**config.mk**
```make
export PLATFORM = sky130hd
export DESIGN_NAME = vwd_cell
export DESIGN_NICKNAME = d
export VERILOG_FILES = /design/src/sv/vwd_pkg.sv /design/src/sv/vwd_cell.sv
export SDC_FILE = /design/constraint.sdc
export NUM_CORES = 1
export LEC_CHECK = 0
export ABC_AREA = 1
export BUFFER_PORTS_ARGS = -buffer_cell sky130_fd_sc_hd__buf_4
export CAP_MARGIN = 20
export CORE_AREA = 2 2 112 114
export CTS_CLUSTER_DIAMETER = 150
export DETAILED_ROUTE_END_ITERATION = 8
export DIE_AREA = 0 0 114 116
export PLACE_DENSITY = 0.68
export REMOVE_ABC_BUFFERS = 1
export SYNTH_ARGS = -nofsm -noshare
export SYNTH_HDL_FRONTEND = slang
export SYNTH_SLANG_ARGS = --single-unit
```
**constraint.sdc**
```tcl
create_clock -name clk -period 4.6 [get_ports clk]
set_input_delay 0.46 -clock clk [delete_from_list [all_inputs] [get_ports clk]]
set_output_delay 0.46 -clock clk [all_outputs]
set_load 0.02 [all_outputs]
```
**src/sv/vwd_pkg.sv**
```systemverilog
`timescale 1ns / 1ps

package vwd_pkg;

  // store depth and derived widths
  localparam int MAX_VERTS = 256;
  localparam int IDX_W     = $clog2(MAX_VERTS);
  localparam int CNT_W     = $clog2(MAX_VERTS + 1);

  localparam int POS_W  = 32;
  localparam int NORM_W = 16;
  localparam int RAD_W  = 31;
  localparam int OUT_IDX_W = 8;

  // compare pipeline depth, stored entry to registered hit
  localparam int DIST_LAT = 3;

  localparam logic [RAD_W-1:0]  WELD_RESET = RAD_W'(655);
  localparam logic [NORM_W-1:0] NORM_UP    = NORM_W'(16384);

  typedef struct packed {
    logic signed [POS_W-1:0] x;
    logic signed [POS_W-1:0] y;
    logic signed [POS_W-1:0] z;
  } pos_t;

  typedef struct packed {
    logic                     mesh_start;
    logic signed [POS_W-1:0]  pos_x;
    logic signed [POS_W-1:0]  pos_y;
    logic signed [POS_W-1:0]  pos_z;
    logic signed [POS_W-1:0]  tex_u;
    logic signed [POS_W-1:0]  tex_v;
    logic                     has_tex;
    logic signed [NORM_W-1:0] norm_x;
    logic signed [NORM_W-1:0] norm_y;
    logic signed [NORM_W-1:0] norm_z;
    logic                     has_norm;
  } vtx_in_t;

  typedef struct packed {
    logic [OUT_IDX_W-1:0]     vertex_index;
    logic                     is_new;
    logic                     store_full;
    logic signed [POS_W-1:0]  weld_x;
    logic signed [POS_W-1:0]  weld_y;
    logic signed [POS_W-1:0]  weld_z;
    logic signed [POS_W-1:0]  weld_u;
    logic signed [POS_W-1:0]  weld_v;
    logic signed [NORM_W-1:0] weld_nx;
    logic signed [NORM_W-1:0] weld_ny;
    logic signed [NORM_W-1:0] weld_nz;
  } vtx_out_t;

  // entry tag going into the compare pipeline
  typedef struct packed {
    logic             valid;
    logic [IDX_W-1:0] idx;
  } tag_t;

  // compare result coming back
  typedef struct packed {
    logic             hit;
    logic [IDX_W-1:0] idx;
  } hit_t;

endpackage

```
**src/sv/vwd_cell.sv**
```systemverilog
`timescale 1ns / 1ps

// one stored position of the circulating ring
module vwd_cell import vwd_pkg::*; (
  input  logic clk,
  input  logic shift,
  input  logic load,
  input  pos_t nbr,
  input  pos_t din,
  output pos_t q
);

  pos_t entry;

  always_ff @(posedge clk) begin
    if (load) begin
      entry <= din;
    end else if (shift) begin
      entry <= nbr;
    end
  end

  assign q = entry;

endmodule

```
Yosys cells after proc, flatten, opt, wreduce, memory -nomap -nowiden
Cells that the tools add are included.

word-level totals
  output and inout bits = 96
  input bits = 195
  word-level logic and storage cells = 6
  register bits = 96

cells by class
  muxes and demuxes = 2
  reduce and logical (&&, ||, !) cells = 1

operators by type and width
  kind                count
  $mux W96            2
  $reduce_bool A2 Y1  1

Longest topological paths before layout
Gate-level depths: netlist (run 1).

  word-level depth = 2
  gate-level depth with buffers = 6
  gate-level depth less buffers = 3

Least setup slack after synthesis (run 1)
OpenSTA, ideal clock, no wires.

  kind = input to register
  start point = input port load
  end point = register entry, in the netlist q[0] (enable)
  arrival = 1923 ps
  stages = 3
  setup slack = 2264 ps
  setup time = 414 ps
  required time = 4186 ps
  cell sequence = buf_4 -> buf_6 -> or2_2

between the ends
  longest elaborated chain between the ends = 1

ends and longest elaborated chain
  element                       line            source
  start, declared               vwd_cell.sv:7   input logic load,
  $reduce_bool A2 Y1 (no line)  n/a
  end signal, assigned          vwd_cell.sv:17  entry <= din;
  end signal, assigned          vwd_cell.sv:19  entry <= nbr;
  end, declared                 vwd_cell.sv:13  pos_t entry;

Every way passes these cells.
A chain may end at the register's enable or synchronous reset.

Worst setup path after layout (run 1)
  start point = input port load
  end point = register entry, in the netlist q[41] (enable)

Same word-level chain as after synthesis.

==> impl_metrics.py, run 1 <==
metrics = {
    "outcome": {
        "run_status": "finished clean",
    },
    "yosys": {
        "synth_area_leader_cell": "edfxtp_1",
        "synthTopCellsByCount": "288 x nand2_1, 96 x edfxtp_1, 14 x buf_2",
        "ys.flop_type": "edfxtp_1",
        "seq_area_frac_synth_pct": 69.9,
        "synth.area.top_cells": "edfxtp_1 70%, nand2_1 26%, buf_2 1.7%, buf_6 1.6%, buf_4 0.18%",
        "synth_top_area_share_pct": 69.9,
        "ys_types": 7,
        "ys_seq_elements": 96,
        "synth_edf_count": 96,
        "synthMostInstantiatedCell": "nand2_1",
        "yosys_warnings": 0,
        "async_reset_ff_share_pct": 0,
        "postSynthAreaPerCell_um2": 10.1,
        "postSynthCellCount": 407,
        "synth_area_mm2": 0.00412,
    },
    "flow_run": {
        "drv_cap": 0,
    },
    "cts": {
        "cts_setup_buffers": 0,
        "path_clk_slew_ns": 0.06,
        "cts_max_level": 3,
        "cts_sinks": 96,
        "ctsRootBufferMaster": "clkbuf_16",
        "cts.path.max_buffers": 2,
        "numCtsBuffers": 9,
        "cts_tree": "yes",
        "cts.repair.resized": 0,
        "holdBufCountCts": 0,
    },
    "global_routing": {
        "grt_util_all_layers_pct": 16.6,
        "grt_pass1_wl_um": 16800,
        "grt_overflow": 0,
        "grt_max_degree": 97,
        "grt_pass1_vias": 3487,
        "grt_antenna_before_repair": 0,
    },
    "drt": {
        "drcViolationCount": 0,
        "dr_total_vias": 3722,
        "wirelength_um": 11400,
        "vias_per_cell": 4.43,
        "wl_per_cell_um": 13.5,
        "drt_iter0_markers": 94,
        "ant_nets": 0,
        "dr.pass1.iters": 4,
    },
    "timing": {
        "slew_violations": 0,
        "clock.fmax_mhz": 488,
        "setup_viol": 0,
        "worst_pin_slew_ns": 0.936,
        "hold_viol_final": 0,
        "period_minus_slack_ns": 2.05,
        "post-route-period-util_pct": 44.6,
        "rsz0062_at_grt": "no",
        "timing.slew.headroom_pct": 37.6,
        "finalSetupTns_ns": 0,
    },
    "critical_path": {
        "crit_arrival_ns": 2.05,
        "cp-end-kind": "flop",
        "path_max_fanout": 71,
        "critPathKind": "in -> reg",
        "startpoint_type": "input pin",
        "cp_data_required_time_ns": 4.60,
    },
    "power_and_ir_drop": {
        "clockPowerShare_pct": 30.4,
        "p_leak_nw": 3.39,
        "powerDensity_mw_per_mm2": 350,
        "finalPower_w": 0.00233,
        "seqPwrFrac_pct": 47.4,
        "switching_share_pct": 25.1,
        "p_comb_share_pct": 22.2,
        "p_switching_w": 0.000585,
        "p_int_w": 0.00174,
        "vdd.ir_drop.worst_uv": 136,
    },
    "finish": {
        "largest_reg_flops": 96,
        "postLayoutCellArea_mm2": 0.00664,
        "drive_gt1_share_pct": 44.2,
        "syn_to_final_growth_pct": 61.0,
        "diodes": 0,
        "nets": 884,
    },
    "die": {
        "initial_core_util_pct": 34.6,
        "die_w_um": 114,
        "die-area_mm2": 0.0132,
        "coreArea_mm2": 0.0119,
        "die_h_um": 116,
        "boundaryPins": 291,
        "num_rows": 40,
    },
    "place": {
        "portBuffers": 290,
        "hpwlAfterDp_um": 8720,
        "place_area_mm2": 0.00635,
        "gp_congestion": 0.799,
    },
    "worst_hold_path": {
        "hp-class": "in -> reg",
    },
}
==> metal layers <==
layer / share of wire, % / global-route usage, %
met3: 9.3 / 4.92
met2: 52 / 30.6
met5: 0 / 0
met4: 2.1 / 6.67
met1: 37 / 17.7
==> cells in the final DEF (no fill, tap or decap) <==
cell         n
bufinv_16    1
nand2_1    288
clkinv_2     3
edfxtp_1    96
clkbuf_1     3
clkbuf_16    9
or2_4        1
inv_4        1
buf_4      292
==> worst max-delay path, stage by stage <==
cell   delay [ns]
buf_4        0.27
or2_4        0.81
buf_4        0.45
==> through the flow <==
stage	cells	utilization [%]	setup WS, ns	hold slack, ns
detailed placement	825	53.4	2.17	0.729
global placement	825	53.4	2.22	0.725
floorplan	386	-	2.52	0.639
CTS	841	55.7	2.53	0.383
finish	841	55.7	2.55	0.394
global route	841	55.7	2.42	0.389
==> power groups by stage <==
stage,Sequential [W],Combinational (W),Clock [W]
after floorplan,0.00125,0.0000769,0
after global placement,0.00112,0.000519,0
after detailed placement,0.00112,0.000525,0
after CTS,0.00110,0.000525,0.000727
after global routing,0.00111,0.000555,0.000763
final,0.00110,0.000517,0.000706
==> cell type report <==
cell class / count / area [um^2]
fill: 1085 / 5280
sequential: 96 / 2880
timing repair buffer: 292 / 2190
multi-input combinational: 289 / 1090
clock buffer: 12 / 236
tap: 147 / 184
clock inverter: 4 / 45.0
inverter: 1 / 6.26
==> kinds of logic after synthesis <==
kind of cell,after synthesis,share of synthesized area [%]
and+or+nand+nor,289,26.4
DFF,96,69.9
buffers and inverters,22,3.67
==> worst paths after layout <==
check / slack, ns / cells past startpoint / endpoint / from
max: 2.55 / 3 / q[41] / load
min: 0.39 / 3 / q[46] / nbr[46]
(Power assumes the default switching activity.)
==> inputs of run 2 (changes only) <==
- CORE_AREA: 2 2 112 114 -> 2 2 113 115
- DIE_AREA: 0 0 114 116 -> 0 0 115 117
- PLACE_DENSITY: 0.68 -> 0.67
- clock period: 4.6 -> 2 ns (I/O delays scaled with it)
==> impl_metrics.py, run 2 (synthesis gave the netlist of run 1 again) <==
metrics = {
    "cts": {
        "ctsRootBufferMaster": "clkbuf_16",
        "cts_setup_buffers": 0,
        "numCtsBuffers": 9,
        "path_clk_slew_ns": 0.06,
        "cts_sinks": 96,
        "cts.repair.resized": 0,
        "cts_max_level": 3,
        "cts_tree": "yes",
        "holdBufCountCts": 0,
        "cts.path.max_buffers": 2,
    },
    "timing": {
        "timing.slew.headroom_pct": 35.7,
        "setup_viol": 0,
        "rsz0062_at_grt": "no",
        "post-route-period-util_pct": 61.4,
        "finalSetupTns_ns": 0,
        "setup_ws_ns": 0.772,
        "period_minus_slack_ns": 1.23,
        "worst_pin_slew_ns": 0.965,
        "hold_viol_final": 0,
        "slew_violations": 0,
        "clock.fmax_mhz": 814,
    },
    "critical_path": {
        "critPathKind": "in -> reg",
        "path_max_fanout": 54,
        "cp-end-kind": "flop",
        "startpoint_type": "input pin",
        "crit_arrival_ns": 1.24,
        "cp_data_required_time_ns": 2.01,
    },
    "power_and_ir_drop": {
        "p_int_w": 0.00413,
        "seqPwrFrac_pct": 46.2,
        "p_switching_w": 0.00136,
        "vdd.ir_drop.worst_uv": 528,
        "clockPowerShare_pct": 32.0,
        "p_comb_share_pct": 21.8,
        "powerDensity_mw_per_mm2": 819,
        "switching_share_pct": 24.8,
        "finalPower_w": 0.00549,
        "p_leak_nw": 3.41,
    },
    "die": {
        "initial_core_util_pct": 33.5,
        "num_rows": 41,
        "boundaryPins": 291,
        "die_h_um": 117,
        "coreArea_mm2": 0.0123,
        "die-area_mm2": 0.0135,
        "die_w_um": 115,
    },
    "place": {
        "gp_congestion": 0.813,
        "place_ws_ns": 0.402,
        "hpwlAfterDp_um": 8890,
        "portBuffers": 290,
        "place_inst": 830,
    },
    "drt": {
        "wl_met3_um": 905,
        "dr.pass1.iters": 4,
        "wl_per_cell_um": 13.9,
        "wl_met2_um": 5930,
        "met1_length_um": 4610,
        "wirelength_um": 11700,
        "drcViolationCount": 0,
        "top_layer": "met4",
        "vias_per_cell": 4.39,
        "ant_nets": 0,
        "drt_iter0_markers": 134,
        "dr_total_vias": 3712,
    },
    "outcome": {
        "run_status": "finished clean",
    },
    "global_routing": {
        "grt_overflow": 0,
        "grt_max_degree": 97,
        "grt_util_all_layers_pct": 16.3,
        "grt_pass1_wl_um": 16600,
        "grt_pass1_vias": 3416,
        "grt_antenna_before_repair": 0,
    },
    "finish": {
        "instances_no_fill": 845,
        "drive_gt1_share_pct": 44.3,
        "diodes": 0,
        "nets": 886,
        "layout_common_cells": "292 x buf_4, 288 x nand2_1, 96 x edfxtp_1, 9 x clkbuf_16",
        "syn_to_final_growth_pct": 62.6,
        "largest_reg_flops": 96,
        "final_common_cell": "buf_4",
    },
    "worst_hold_path": {
        "hp-class": "in -> reg",
    },
    "flow_run": {
        "drv_cap": 0,
    },
}
[run 2: changes by cell type in the layout (fill, tap and decap cells not counted)]
| cell | change |
|---|---|
| buf_12 | +2 |
| clkinv_1 | +2 |
| bufinv_16 | +1 |
| clkinv_2 | -2 |
| clkbuf_1 | -2 |
[run 2: final timing paths]
kind                  slack [ns]     to    start  depth (start not counted)
worst min-delay path        0.13  q[34]  nbr[34]                          3
worst max-delay path        0.77   q[9]     load                          3
[run 2: metal layers]
layer | vias to the layer above | GRT usage, %
li1 | 1871 | -
met1 | 1650 | 18.7
met2 | 169 | 28.8
met3 | 22 | 4.89
met4 | 0 | 6.27
met5 | - | 0
[run 2: layout make-up]
| class | instances | area, um^2 |
|---|---|---|
| Multi-Input combinational cell | 289 | 1090 |
| Timing Repair Buffer | 294 | 2230 |
| Clock inverter | 5 | 72.6 |
| Sequential cell | 96 | 2880 |
| Clock buffer | 10 | 229 |
| Fill cell | 1098 | 5610 |
| Inverter | 1 | 6.26 |
| Tap cell | 150 | 188 |
[run 2: worst max-delay path: stages]
cell    delay (ns)
buf_4         0.12
or2_4         0.51
buf_12        0.34
[run 2: metrics by stage]
stage	cell area [um^2]	hold slack, ns	utilization [%]
2_1_floorplan	3980	0.379	-
3_3_place_gp	6400	0.462	52.0
3_5_place_dp	6400	0.469	52.0
4_1_cts	6700	0.117	54.4
5_1_grt	6700	0.121	54.4
6_report	6700	0.127	54.4
[run 2: power by group through the flow]
stage / sequential, W / combinational, W / clock [W]
after floorplan: 0.00287 / 0.000177 / 0
after global placement: 0.00257 / 0.00120 / 0
after detailed placement: 0.00258 / 0.00121 / 0
after CTS: 0.00254 / 0.00121 / 0.00178
after global routing: 0.00256 / 0.00128 / 0.00187
final: 0.00254 / 0.00120 / 0.00175
